<file path="config.mk">
export PLATFORM = sky130hd
export DESIGN_NAME = bbcc_back
export DESIGN_NICKNAME = d
export VERILOG_FILES = /design/src/design/bbcc_pkg.sv /design/src/design/bbcc_back.sv
export SDC_FILE = /design/constraint.sdc
export NUM_CORES = 1
export LEC_CHECK = 0
export BUFFER_PORTS_ARGS = -buffer_cell sky130_fd_sc_hd__buf_2
export CORE_MARGIN = 2
export CORE_UTILIZATION = 40
export CTS_CLUSTER_SIZE = 40
export DETAILED_ROUTE_END_ITERATION = 10
export PLACE_DENSITY = 0.63
export SYNTH_ARGS = -nofsm -noshare
export SYNTH_HDL_FRONTEND = slang
export SYNTH_SLANG_ARGS = --single-unit
</file>
<file path="constraint.sdc">
create_clock -name clk -period 3.9 [get_ports clk]
set_clock_uncertainty 0.2 [all_clocks]
set_input_delay 0.195 -clock clk [delete_from_list [all_inputs] [get_ports clk]]
set_output_delay 0.195 -clock clk [all_outputs]
set_load 0.005 [all_outputs]
</file>
<file path="src/design/bbcc_pkg.sv">
`timescale 1ns / 1ps

package bbcc_pkg;

  localparam int DATA_BLOCK_COUNT = 56;
  localparam int DATA_START_BLK   = 8;
  localparam int BLOCK_TOTAL      = 64;
  localparam int INODE_LIMIT      = 128;

  localparam int ROW_W    = 3;
  localparam int IDX_W    = ROW_W + 3;
  localparam int MAP_ROWS = (DATA_BLOCK_COUNT + 7) / 8;

  localparam logic [1:0] OP_LOAD   = 2'd0;
  localparam logic [1:0] OP_INODE  = 2'd1;
  localparam logic [1:0] OP_FINISH = 2'd2;

  localparam logic [2:0] KIND_BAD_INODE    = 3'd0;
  localparam logic [2:0] KIND_BAD_BLOCK    = 3'd1;
  localparam logic [2:0] KIND_DUPLICATE    = 3'd2;
  localparam logic [2:0] KIND_NOT_IN_MAP   = 3'd3;
  localparam logic [2:0] KIND_UNREFERENCED = 3'd4;
  localparam logic [2:0] KIND_DONE         = 3'd5;

  localparam logic [1:0] CMD_LOAD   = 2'd0;
  localparam logic [1:0] CMD_REPORT = 2'd1;
  localparam logic [1:0] CMD_CHECK  = 2'd2;
  localparam logic [1:0] CMD_SWEEP  = 2'd3;

  typedef struct packed {
    logic [1:0]  opcode;
    logic [2:0]  map_byte_index;
    logic [7:0]  map_byte_value;
    logic [6:0]  inode_number;
    logic        inode_marked;
    logic [15:0] link_count;
    logic [31:0] deletion_stamp;
    logic [31:0] direct_block;
  } in_item_t;

  typedef struct packed {
    logic [2:0]  report_kind;
    logic [6:0]  report_inode;
    logic [31:0] report_block;
    logic        last_report;
  } out_item_t;

  // Command handed from the front to the back.
  typedef struct packed {
    logic [1:0]       op;
    logic [2:0]       kind;
    logic [6:0]       inode;
    logic [31:0]      block;
    logic [IDX_W-1:0] idx;
    logic [ROW_W-1:0] row;
    logic [7:0]       byte_val;
  } cmd_t;

  // Queue status seen by both ends.
  typedef struct packed {
    logic full;
    logic empty;
  } q_stat_t;

  // Bits of a bitmap row that fall on real data blocks.
  function automatic logic [7:0] row_mask(input logic [ROW_W-1:0] row);
    logic [7:0] m;
    m = '0;
    for (int k = 0; k < 8; k++) begin
      m[k] = ((int'(row) * 8 + k) < DATA_BLOCK_COUNT);
    end
    return m;
  endfunction

endpackage

</file>
<file path="src/design/bbcc_back.sv">
`timescale 1ns / 1ps

module bbcc_back import bbcc_pkg::*; (
  input  logic      clk,
  input  logic      rst_n,
  input  q_stat_t   q_stat,
  input  cmd_t      head,
  output logic      pop,
  output logic      out_valid,
  input  logic      out_ready,
  output out_item_t out_data
);

  localparam logic [2:0] ST_IDLE       = 3'd0;
  localparam logic [2:0] ST_REPORT     = 3'd1;
  localparam logic [2:0] ST_CHECK_RD   = 3'd2;
  localparam logic [2:0] ST_CHECK_EMIT = 3'd3;
  localparam logic [2:0] ST_SWEEP_RD   = 3'd4;
  localparam logic [2:0] ST_SWEEP_BIT  = 3'd5;
  localparam logic [2:0] ST_DONE       = 3'd6;
  localparam logic [2:0] ST_CLEAR      = 3'd7;

  logic [7:0]            map_mem [MAP_ROWS];
  logic [7:0]            use_mem [MAP_ROWS];
  logic [7:0]            rd_row_r;
  logic [7:0]            use_row_r;
  logic                  rd_en;
  logic [ROW_W-1:0]      rd_addr;
  logic                  wr_en;
  logic [ROW_W-1:0]      wr_addr;
  logic [7:0]            wr_data;
  logic                  use_wr_en;
  logic [ROW_W-1:0]      use_wr_addr;
  logic [7:0]            use_wr_data;

  logic [2:0]            state_r, state_nxt;
  cmd_t                  cmd_r, cmd_nxt;
  logic                  dup_r, dup_nxt;
  logic                  miss_r, miss_nxt;
  logic [ROW_W-1:0]      row_r, row_nxt;
  logic [2:0]            bit_r, bit_nxt;
  logic [7:0]            pend_r, pend_nxt;
  logic                  out_valid_r, out_valid_nxt;
  out_item_t             out_r, out_nxt;
  logic                  out_free;

  assign out_free  = !out_valid_r || out_ready;
  assign out_valid = out_valid_r;
  assign out_data  = out_r;

  always_comb begin
    state_nxt     = state_r;
    cmd_nxt       = cmd_r;
    dup_nxt       = dup_r;
    miss_nxt      = miss_r;
    row_nxt       = row_r;
    bit_nxt       = bit_r;
    pend_nxt      = pend_r;
    out_valid_nxt = out_valid_r && !out_ready;
    out_nxt       = out_r;
    pop           = 1'b0;
    rd_en         = 1'b0;
    rd_addr       = '0;
    wr_en         = 1'b0;
    wr_addr       = head.row;
    wr_data       = head.byte_val & row_mask(head.row);
    use_wr_en     = 1'b0;
    use_wr_addr   = row_r;
    use_wr_data   = '0;
    case (state_r)
      ST_CLEAR: begin
        // zero one use-mark row per cycle after reset
        use_wr_en = 1'b1;
        if (row_r == ROW_W'(MAP_ROWS - 1)) begin
          state_nxt = ST_IDLE;
        end else begin
          row_nxt = row_r + 1'b1;
        end
      end
      ST_IDLE: begin
        if (!q_stat.empty) begin
          pop     = 1'b1;
          cmd_nxt = head;
          case (head.op)
            CMD_LOAD: begin
              wr_en = ({1'b0, head.row} < 4'(MAP_ROWS));
            end
            CMD_REPORT: begin
              state_nxt = ST_REPORT;
            end
            CMD_CHECK: begin
              rd_en     = 1'b1;
              rd_addr   = head.idx[IDX_W-1:3];
              state_nxt = ST_CHECK_RD;
            end
            CMD_SWEEP: begin
              rd_en     = 1'b1;
              rd_addr   = '0;
              row_nxt   = '0;
              state_nxt = ST_SWEEP_RD;
            end
            default: begin
              state_nxt = ST_IDLE;
            end
          endcase
        end
      end
      ST_REPORT: begin
        if (out_free) begin
          out_valid_nxt = 1'b1;
          out_nxt       = '{cmd_r.kind, cmd_r.inode, cmd_r.block, 1'b1};
          state_nxt     = ST_IDLE;
        end
      end
      ST_CHECK_RD: begin
        dup_nxt     = use_row_r[cmd_r.idx[2:0]];
        miss_nxt    = !rd_row_r[cmd_r.idx[2:0]];
        // set the use mark: write the row back with this bit on
        use_wr_en   = 1'b1;
        use_wr_addr = cmd_r.idx[IDX_W-1:3];
        use_wr_data = use_row_r | (8'd1 << cmd_r.idx[2:0]);
        state_nxt   = ST_CHECK_EMIT;
      end
      ST_CHECK_EMIT: begin
        if (dup_r) begin
          if (out_free) begin
            out_valid_nxt = 1'b1;
            out_nxt       = '{KIND_DUPLICATE, cmd_r.inode, cmd_r.block, !miss_r};
            dup_nxt       = 1'b0;
            if (!miss_r) begin
              state_nxt = ST_IDLE;
            end
          end
        end else if (miss_r) begin
          if (out_free) begin
            out_valid_nxt = 1'b1;
            out_nxt       = '{KIND_NOT_IN_MAP, cmd_r.inode, cmd_r.block, 1'b1};
            miss_nxt      = 1'b0;
            state_nxt     = ST_IDLE;
          end
        end else begin
          state_nxt = ST_IDLE;
        end
      end
      ST_SWEEP_RD: begin
        pend_nxt  = rd_row_r & ~use_row_r;
        // clear this row's use marks as the sweep passes it
        use_wr_en = 1'b1;
        bit_nxt   = '0;
        state_nxt = ST_SWEEP_BIT;
      end
      ST_SWEEP_BIT: begin
        if (!pend_r[bit_r] || out_free) begin
          if (pend_r[bit_r]) begin
            out_valid_nxt = 1'b1;
            out_nxt       = '{KIND_UNREFERENCED, 7'd0,
                              32'(DATA_START_BLK) + 32'({row_r, bit_r}), 1'b0};
          end
          if (bit_r == 3'd7) begin
            if (row_r == ROW_W'(MAP_ROWS - 1)) begin
              state_nxt = ST_DONE;
            end else begin
              row_nxt   = row_r + 1'b1;
              rd_en     = 1'b1;
              rd_addr   = row_r + 1'b1;
              state_nxt = ST_SWEEP_RD;
            end
          end else begin
            bit_nxt = bit_r + 1'b1;
          end
        end
      end
      ST_DONE: begin
        if (out_free) begin
          out_valid_nxt = 1'b1;
          out_nxt       = '{KIND_DONE, 7'd0, 32'd0, 1'b1};
          state_nxt     = ST_IDLE;
        end
      end
      default: begin
        state_nxt = ST_IDLE;
      end
    endcase
  end

  always_ff @(posedge clk) begin
    if (!rst_n) begin
      state_r     <= ST_CLEAR;
      row_r       <= '0;
      dup_r       <= 1'b0;
      miss_r      <= 1'b0;
      out_valid_r <= 1'b0;
    end else begin
      state_r     <= state_nxt;
      row_r       <= row_nxt;
      dup_r       <= dup_nxt;
      miss_r      <= miss_nxt;
      out_valid_r <= out_valid_nxt;
    end
  end

  always_ff @(posedge clk) begin
    cmd_r  <= cmd_nxt;
    bit_r  <= bit_nxt;
    pend_r <= pend_nxt;
    out_r  <= out_nxt;
  end

  // bitmap and use-mark rows: one write port each, one shared read address, registered read data
  always_ff @(posedge clk) begin
    if (wr_en) begin
      map_mem[wr_addr] <= wr_data;
    end
    if (use_wr_en) begin
      use_mem[use_wr_addr] <= use_wr_data;
    end
    if (rd_en) begin
      rd_row_r  <= map_mem[rd_addr];
      use_row_r <= use_mem[rd_addr];
    end
  end

endmodule

</file>
==> flow_metrics.py, run 1 <==
metrics = {
    "power": {
        "vdd_drop_max_mv": 0.382,
        "seqPwrFrac": 0.460,
        "p_leak_nw": 4.43,
        "switching_share": 0.284,
        "powerDensity_nw_per_um2": 633,
        "p_int_mw": 5.62,
        "power_switching_mw": 2.23,
        "power_frac_comb": 0.231,
        "clockPowerShare": 0.309,
    },
    "floorplanning": {
        "die_x_um": 161,
        "io_pins": 111,
        "dieHeight_um": 161,
        "rows": 57,
        "die-area_um2": 26100,
        "start_util": 0.408,
        "design.core.area_um2": 24300,
    },
    "run_status": {
        "status": "complete, no violations",
    },
    "cells_and_area": {
        "layout-drive-gt1-share": 0.228,
        "antennaDiodeCount": 0,
        "final_cells": 1181,
        "multi_input_area_um2": 2580,
        "nets": 911,
        "fillers": 2037,
        "area_growth_pct": 25.0,
        "seq_area_um2": 7090,
    },
    "worst_setup_path": {
        "slowest_delay_ps": 700,
        "required_ps": 3940,
        "r2r_start": "bit_r[0]",
        "worstSetupEndpointType": "flip-flop",
        "path_max_fanout": 22,
        "crit_type": "flip-flop to flip-flop",
        "crit_start": "bit_r[0]",
        "worst_setup_path_start_kind": "flip-flop",
        "critPathArrivalTime_ps": 3370,
        "crit_top_cell": "ha_1",
        "slowest_stage": "or2_1",
        "path_cells": "ha_1, ha_1, nand4_1, a21o_1, nand2_1, or2_1, o221ai_1",
    },
    "sta": {
        "hold_violations": 0,
        "slew_headroom": 0.354,
        "max_freq_mhz": 301,
        "fin_crit_sh": 0.852,
        "rsz0062_at_grt": "false",
        "final.min_clock_period_ps": 3320,
        "setup_tns_ps": 0,
        "finalSetupViolCount": 0,
        "worstMarginPinSlew_ps": 967,
        "holdWs_ps": 176,
        "finalMaxSlewViolations": 0,
    },
    "cts": {
        "cts.path.max_buffers": 3,
        "numCtsBuffers": 26,
        "post_cts_buffers": 0,
        "holdBufCountCts": 66,
        "cts.sinks": 239,
        "clock_latency_ps": 540,
        "cts_tree": "done",
        "clk_pin_slew_ps": 60,
        "h-tree-depth": 1,
        "cts_resized": 0,
        "cts-root-buf": "clkbuf_16",
    },
    "drt": {
        "top_layer": "met4",
        "dr.pass1.iters": 5,
        "met1Wirelength_mm": 9.47,
        "routed_wl_mm": 21.3,
        "via_count": 6071,
        "wl_per_cell_um": 18.1,
        "drt-initial-drc-count": 486,
        "wl_met3_mm": 1.21,
        "met2_length_mm": 10.0,
        "drc": 0,
        "antenna_left": 0,
        "via_per_inst": 5.14,
    },
    "synthesis": {
        "netlist_area_um2": 9920,
        "synth_warnings": 0,
        "synth_edf_count": 230,
        "synthArstFlopShare": 0,
        "avgSynthCellArea_um2": 15.4,
        "yosysTopAreaCellShare": 0.696,
        "syn-num-nets": 717,
        "synthFlopType": "edfxtp_1",
        "seq_area_frac_synth": 0.714,
        "synthTopCellsByArea": "edfxtp_1, mux2i_1, and2_1, dfxtp_1, o221ai_1",
        "ys_types": 60,
        "syn_inst": 643,
        "yosysMostFrequentCell": "edfxtp_1",
        "yosys-top-cells-count": "edfxtp_1, and2_1, mux2i_1",
        "synth.largest_area_cell": "edfxtp_1",
        "synth-seq-cells": 239,
    },
    "global_routing": {
        "grt_pass1_vias": 5910,
        "antenna_found_initial": 0,
        "grt_overflow_total": 0,
        "grt_max_degree": 46,
        "grt_pass1_wl_mm": 33.2,
        "grt_usage": 0.166,
    },
    "placement": {
        "dpl.hpwl_mm": 13.7,
        "dp_cells": 1067,
        "place_congestion": 0.815,
        "port_buffers": 109,
    },
    "worst_hold_path": {
        "hold_path_class": "input pin to flip-flop",
        "hp-start": "head[52]",
    },
    "job": {
        "maxCapViolCount": 0,
    },
}
## critical path: cells and delay by family (launching register included)
family | cells | cell delay (ps)
AO/OA/AOI/OAI | 2 | 700
flip-flops | 1 | 570
AND/OR/NAND/NOR | 3 | 1060
adder cells (fa/ha/maj) | 2 | 490
## layer usage
| layer | vias up | GRT usage |
|---|---|---|
| met3 | 45 | 0.0285 |
| met5 | - | 0 |
| met2 | 185 | 0.271 |
| met1 | 2966 | 0.223 |
| met4 | 0 | 0.0617 |
| li1 | 2875 | - |
## final cells by class
cell class | instances | area share
clock buffers | 31 | 0.0540
clock inverters | 17 | 0.0150
inverters | 11 | 0.00333
multi-input cells | 355 | 0.208
flip-flops and latches | 239 | 0.571
well taps | 324 | 0.0327
repair buffers | 204 | 0.116
## logic make-up (layout without fill, tap and decap cells)
family	after synthesis	count (layout)	share of synthesized area
AOI/OAI and AO/OA	131	131	0.102
xor gates and xnor gates	3	3	0.00265
adders and majority gates	8	8	0.0101
buffers and inverters	49	263	0.0259
DFF	239	239	0.714
muxes	43	43	0.0489
and+or+nand+nor	170	170	0.0965
## power by group through the flow
stage	combinational, mW	sequential (mW)	clock (mW)
floorplan	1.06	3.69	0
global placement	1.72	3.65	0
detailed placement	1.76	3.67	0
CTS	1.83	3.61	2.49
global route	2.02	3.65	2.59
finish	1.81	3.61	2.43
## cell usage in the layout (no fill, tap or decap), drive strengths merged, types with 3 or more instances in the layout
cell type    Yosys  final
a22o             4      4
o21ai           18     18
o21bai          16     16
nor2b           15     15
a21oi           13     13
or3              3      3
nand2b           4      4
clkbuf          23     31
nand2           24     24
bufinv           0      3
mux4             4      4
dfxtp            9      9
o311ai          16     16
nor2            35     35
mux2i           38     38
clkinv           0     10
a21boi          19     19
inv             11     12
buf             15    138
a31oi           12     12
o211ai           3      3
ha               8      8
edfxtp         230    230
dlygate4sd3      0     66
and2            44     44
nand3            8      8
clkinvlp         0      3
o21a             3      3
nor3             6      6
o221ai          16     16
and3            19     19
## worst paths after layout
| check | endpoint | slack, ps | cells past startpoint |
|---|---|---|---|
| setup / recovery | rd_row_r[7] | 580 | 7 |
| hold / removal | cmd_r[52] | 180 | 2 |
| setup reg to reg | rd_row_r[7] | 580 | 7 |
| hold reg to reg | out_data[21] | 310 | 1 |
## per-stage QoR
step | total power, mW | util | setup WS [ps] | instance area (µm²)
after floorplan | 4.75 | - | -57.2 | 9920
after global placement | 5.37 | 0.448 | 625 | 10900
after detailed placement | 5.43 | 0.448 | 551 | 10900
after CTS | 7.93 | 0.510 | 548 | 12400
after global routing | 8.26 | 0.510 | 310 | 12400
final | 7.85 | 0.510 | 576 | 12400
## sequential cells by signal (all words and copies together) (netlist names)
register,cells
use_row_r,8
row_r,3
dup_r,1
pend_r,8
rd_row_r,8
use_mem,56
out_data,43
bit_r,3
out_valid,1
state_r,3
map_mem,56
miss_r,1
cmd_r,48
(Power assumes the default switching activity.)
==> run 2: changes to the inputs <==
PLACE_DENSITY = 0.64   (was 0.63)
==> flow_metrics.py, run 2 (synthesized netlist as in run 1, its figures left out) <==
metrics = {
    "run_status": {
        "status": "complete, no violations",
    },
    "worst_setup_path": {
        "slowest_stage": "nor2_1",
        "crit_type": "flip-flop to flip-flop",
        "rrSetupSlack_ps": 630,
        "slowest_delay_ps": 740,
        "required_ps": 3840,
        "crit_start": "state_r[0]",
        "critPathArrivalTime_ps": 3220,
        "r2r-end": "map_mem[2][2]",
        "cp-endpoint": "map_mem[2][2]",
        "reg2reg_depth": 4,
        "worst_setup_path_start_kind": "flip-flop",
        "worstSetupEndpointType": "flip-flop",
        "path_max_fanout": 50,
        "r2r_start": "state_r[0]",
        "path_cells": "nor4_4, buf_4, nand3b_1, nor2_1",
    },
    "cts": {
        "cts_resized": 0,
        "cts.path.max_buffers": 3,
        "cts.sinks": 239,
        "cts-root-buf": "clkbuf_16",
        "cts_tree": "done",
        "h-tree-depth": 1,
        "clock_latency_ps": 520,
        "clk_pin_slew_ps": 60,
        "numCtsBuffers": 26,
    },
    "drt": {
        "via_count": 5879,
        "drt-initial-drc-count": 429,
        "wl_per_cell_um": 17.8,
        "dr.pass1.iters": 4,
        "drc": 0,
        "routed_wl_mm": 20.8,
        "via_per_inst": 5.02,
        "antenna_left": 0,
    },
    "floorplanning": {
        "start_util": 0.408,
        "die-area_um2": 26100,
        "die_x_um": 161,
        "io_pins": 111,
        "dieHeight_um": 161,
        "rows": 57,
        "design.core.area_um2": 24300,
    },
    "placement": {
        "dpl_cell_area_um2": 10900,
        "port_buffers": 109,
        "dpl.hpwl_mm": 13.4,
        "dp_cells": 1060,
        "place_congestion": 0.806,
    },
    "cells_and_area": {
        "reg_top3": "map_mem: 56 flops, use_mem: 56 flops, cmd_r: 48 flops",
        "multi_input_area_um2": 2580,
        "seq_area_um2": 7090,
        "fillers": 2039,
        "final_cells": 1170,
        "antennaDiodeCount": 0,
        "layout-drive-gt1-share": 0.220,
        "final_common_cell": "edfxtp_1",
        "fin_area_um2": 12300,
        "area_growth_pct": 24.0,
        "final_core_util": 0.506,
        "final_cell_mix": "edfxtp_1, buf_2, dlygate4sd3_1",
        "nets": 900,
    },
    "sta": {
        "worstMarginPinSlew_ps": 1010,
        "holdWs_ps": 20.8,
        "final.min_clock_period_ps": 3270,
        "hold_violations": 0,
        "slew_headroom": 0.326,
        "fin_crit_sh": 0.839,
        "finalMaxSlewViolations": 0,
        "max_freq_mhz": 306,
        "setup_tns_ps": 0,
        "finalSetupViolCount": 0,
        "rsz0062_at_grt": "false",
    },
    "global_routing": {
        "antenna_found_initial": 0,
        "grt_usage": 0.158,
        "grt_pass1_wl_mm": 32.0,
        "grt_overflow_total": 0,
        "grt_max_degree": 51,
        "grt_pass1_vias": 5869,
    },
    "job": {
        "maxCapViolCount": 0,
    },
    "worst_hold_path": {
        "hold_path_class": "input pin to flip-flop",
    },
    "power": {
        "p_leak_nw": 4.36,
        "vdd_drop_max_mv": 0.297,
        "powerDensity_nw_per_um2": 628,
    },
}
## run 2: cell types whose count changed in the layout (fill, tap and decap cells not counted), moves of 2 or more
cell           before  now
clkinv_4            2    0
dlygate4sd3_1      66   62
clkinv_1            3    7
clkbuf_1            5    3
buf_4              28   20
## run 2: worst max-delay path: cells and delay by family (launching register included)
kind	cells	cell delay, ps
buffers and inverters	1	650
flip-flops	1	450
AND/OR/NAND/NOR	3	1560
## run 2: routing by layer
metal  part of all wire  vias to the layer above  GRT usage
li1                   -                     2845          -
met1               0.44                     2817      0.204
met2               0.48                      174      0.272
met3              0.054                       43     0.0285
met4              0.024                        0     0.0467
met5                  0                        -          0
## run 2: layout make-up
class	instances	share of cell area
clock inverters	18	0.0115
inverters	11	0.00336
clock buffers	30	0.0558
repair buffers	193	0.110
multi-input cells	355	0.210
well taps	324	0.0330
flip-flops and latches	239	0.576
## run 2: how the worst min path moves through the flow
| stage | from | end | slack [ps] | cells after the start |
|---|---|---|---|---|
| after global routing | head[10] | map_mem[1][0] | 20 | 3 |
| after CTS | head[10] | map_mem[1][3] | 5 | 3 |
| after detailed placement | head[39] | cmd_r[39] | 170 | 1 |
| after floorplan | head[11] | cmd_r[11] | 90 | 0 |
| final | head[10] | map_mem[1][5] | 20 | 3 |
| after global placement | head[34] | cmd_r[34] | 170 | 1 |
## run 2: stage by stage
step                power, mW  setup WS [ps]
floorplan                4.75          -57.2
global placement         5.36            672
detailed placement       5.40            602
CTS                      7.81            579
global route             8.15            422
finish                   7.72            628
## run 2: timing repair
action,in CTS,in global routing
hold endpoints to repair,116,0
hold buffers,62,0
buffers inserted,0,0
## run 2: power breakdown
| part | internal (mW) | total (mW) | switching (mW) |
|---|---|---|---|
| Combinational | 0.699 | 1.71 | 1.01 |
| Clock | 1.39 | 2.35 | 0.957 |
| Sequential | 3.47 | 3.67 | 0.197 |
| Total | 5.56 | 7.72 | 2.16 |
==> run 3: changes to the inputs <==
ABC_AREA = 1   (was unset)
PLACE_DENSITY = 0.62   (was 0.64)
clock period = 3.15 ns   (was 3.9 ns; I/O delays follow)
==> flow_metrics.py, run 3 <==
metrics = {
    "run_status": {
        "status": "complete, no violations",
    },
    "cts": {
        "clock_latency_ps": 510,
        "post_cts_buffers": 0,
        "holdBufCountCts": 62,
        "cts_tree": "done",
        "numCtsBuffers": 25,
        "cts.path.max_buffers": 3,
        "cts.sinks": 239,
        "cts-root-buf": "clkbuf_16",
        "clk_pin_slew_ps": 60,
        "cts_resized": 0,
        "h-tree-depth": 1,
    },
    "worst_setup_path": {
        "slowest_delay_ps": 440,
        "crit_family": "buffers and inverters",
        "critPathArrivalTime_ps": 2390,
        "required_ps": 2790,
        "reg2reg_depth": 12,
        "slowest_stage": "buf_4",
        "r2r-end": "rd_row_r[6]",
        "crit_start": "state_r[1]",
        "worstSetupEndpointType": "primary output",
        "cp_num_cells": 5,
        "worst_setup_path_start_kind": "flip-flop",
        "path_max_fanout": 33,
        "crit_type": "flip-flop to primary output",
        "rrSetupSlack_ps": 430,
        "cp-endpoint": "pop",
        "path_cells": "nor3_2, inv_1, nor2_4, buf_4, buf_2",
        "r2r_start": "row_r[0]",
        "cp_num_buf_inv": 3,
    },
    "sta": {
        "worstMarginPinSlew_ps": 758,
        "holdWs_ps": 89.7,
        "rsz0062_at_grt": "false",
        "fin_crit_sh": 0.871,
        "finalSetupViolCount": 0,
        "hold_violations": 0,
        "finalMaxSlewViolations": 0,
        "slew_headroom": 0.495,
        "final.min_clock_period_ps": 2740,
        "max_freq_mhz": 365,
    },
    "floorplanning": {
        "die_x_um": 164,
        "die-area_um2": 26900,
        "dieHeight_um": 164,
        "rows": 58,
        "start_util": 0.407,
        "io_pins": 111,
        "design.core.area_um2": 25200,
    },
    "synthesis": {
        "synth-seq-cells": 239,
        "synth_compound_area_frac": 0.0347,
        "yosys-top-cells-count": "nand2_1, edfxtp_1, inv_1",
        "seq_area_frac_synth": 0.691,
        "yosys.area_share.simple": 0.176,
        "synth.largest_area_cell": "edfxtp_1",
        "yosysMostFrequentCell": "nand2_1",
        "netlist_area_um2": 10200,
        "synth_adder_area_share": 0.00977,
        "synth_top_family_by_area": "simple AND/OR/NAND/NOR gates",
        "synthFlopType": "edfxtp_1",
        "synth_warnings": 0,
        "syn-num-nets": 1033,
        "synthArstFlopShare": 0,
        "synthTopCellsByArea": "edfxtp_1, nand2_1, inv_1, nand3_1, nor2_1",
        "synth_xor_area_frac": 0.000854,
        "syn_inst": 959,
        "yosysTopAreaCellShare": 0.674,
        "muxShareOfSynthArea": 0,
        "avgSynthCellArea_um2": 10.7,
        "synth_edf_count": 230,
        "ys_types": 36,
    },
    "power": {
        "switching_share": 0.299,
        "seqPwrFrac": 0.480,
        "power_switching_mw": 2.84,
        "power_frac_comb": 0.239,
        "vdd_drop_max_mv": 0.424,
        "p_leak_nw": 5.61,
        "totalPowerFinal_mw": 9.52,
        "clockPowerShare": 0.281,
        "p_int_mw": 6.68,
        "powerDensity_nw_per_um2": 751,
    },
    "placement": {
        "place_congestion": 0.877,
        "port_buffers": 109,
        "dp_cells": 1399,
        "dpl.hpwl_mm": 14.4,
        "dpl_cell_area_um2": 11300,
    },
    "cells_and_area": {
        "final_cell_mix": "nand2_1, edfxtp_1, inv_1",
        "seq_area_um2": 7090,
        "final_cells": 1506,
        "nets": 1232,
        "final_common_cell": "nand2_1",
        "fillers": 2215,
        "layout-drive-gt1-share": 0.163,
        "reg_top3": "map_mem: 56 flops, use_mem: 56 flops, cmd_r: 48 flops",
        "fin_area_um2": 12700,
        "antennaDiodeCount": 0,
        "area_growth_pct": 23.7,
        "multi_input_area_um2": 2300,
    },
    "global_routing": {
        "grt_pass1_vias": 6696,
        "grt_max_degree": 37,
        "grt_pass1_wl_mm": 34.0,
        "grt_usage": 0.161,
        "antenna_found_initial": 0,
        "grt_overflow_total": 0,
    },
    "drt": {
        "via_count": 6884,
        "via_per_inst": 4.57,
        "drt-initial-drc-count": 476,
        "routed_wl_mm": 21.6,
        "wl_per_cell_um": 14.4,
        "antenna_left": 0,
        "dr.pass1.iters": 5,
        "drc": 0,
    },
    "worst_hold_path": {
        "hold_path_class": "input pin to flip-flop",
    },
    "job": {
        "maxCapViolCount": 0,
    },
}
[run 3: cell count changes in the layout (fill, tap and decap cells not counted), sizes merged, moves of 16 or more]
| cell | change |
|---|---|
| nand3 | +90 |
| mux2i | -38 |
| o21bai | -16 |
| o221ai | -16 |
| and2 | -44 |
| and3 | -19 |
| inv | +190 |
| nand2 | +215 |
| nor2 | +40 |
| a21boi | -19 |
[run 3: worst min path at each step]
stage          slack [ps]  cells after the start      from             to
6_report               90                      4   head[8]  map_mem[5][4]
5_1_grt               100                      4   head[8]  map_mem[5][7]
4_1_cts                70                      4   head[8]  map_mem[5][4]
3_5_place_dp          140                      1  head[51]      cmd_r[51]
3_3_place_gp          130                      1  head[31]      cmd_r[31]
2_1_floorplan          60                      1     rst_n     state_r[2]
[run 3: worst min-delay path, delay by kind of cell]
| family | cells | cell delay [ps] |
|---|---|---|
| buf+inv | 3 | 400 |
| simple gates | 1 | 70 |
[run 3: stage by stage]
step | setup TNS, ps | utilization | worst slack (ps)
finish | 0 | 0.503 | 407
global route | 0 | 0.503 | 212
CTS | 0 | 0.503 | 368
detailed placement | 0 | 0.449 | 404
global placement | 0 | 0.449 | 482
floorplan | -460 | - | -28.7
[run 3: layer usage]
| metal | up-vias | GRT usage | part of all wire |
|---|---|---|---|
| met5 | - | 0 | 0 |
| met3 | 41 | 0.0263 | 0.045 |
| met4 | 0 | 0.0463 | 0.022 |
| li1 | 3508 | - | - |
| met1 | 3180 | 0.210 | 0.45 |
| met2 | 155 | 0.277 | 0.48 |
[run 3: cell families (layout without fill, tap and decap cells)]
group                      Yosys count  count (layout)
and+or+nand+nor                    425             425
DFF                                239             239
buffers and inverters              227             444
AOI/OAI and AO/OA                   59              59
adders and majority gates            8               8
xor gates and xnor gates             1               1
[run 3: cell type report]
type / instances / area share
flip-flops and latches: 239 / 0.559
multi-input cells: 493 / 0.181
repair buffers: 199 / 0.110
inverters: 200 / 0.0592
clock buffers: 34 / 0.0520
well taps: 330 / 0.0326
clock inverters: 11 / 0.00632
[run 3: power by group through the flow]
| stage | Combinational [mW] | Clock, mW | Sequential (mW) |
|---|---|---|---|
| floorplan | 1.31 | 0 | 4.66 |
| global placement | 2.19 | 0 | 4.62 |
| detailed placement | 2.22 | 0 | 4.64 |
| CTS | 2.30 | 2.74 | 4.58 |
| global route | 2.57 | 2.86 | 4.64 |
| finish | 2.27 | 2.68 | 4.57 |
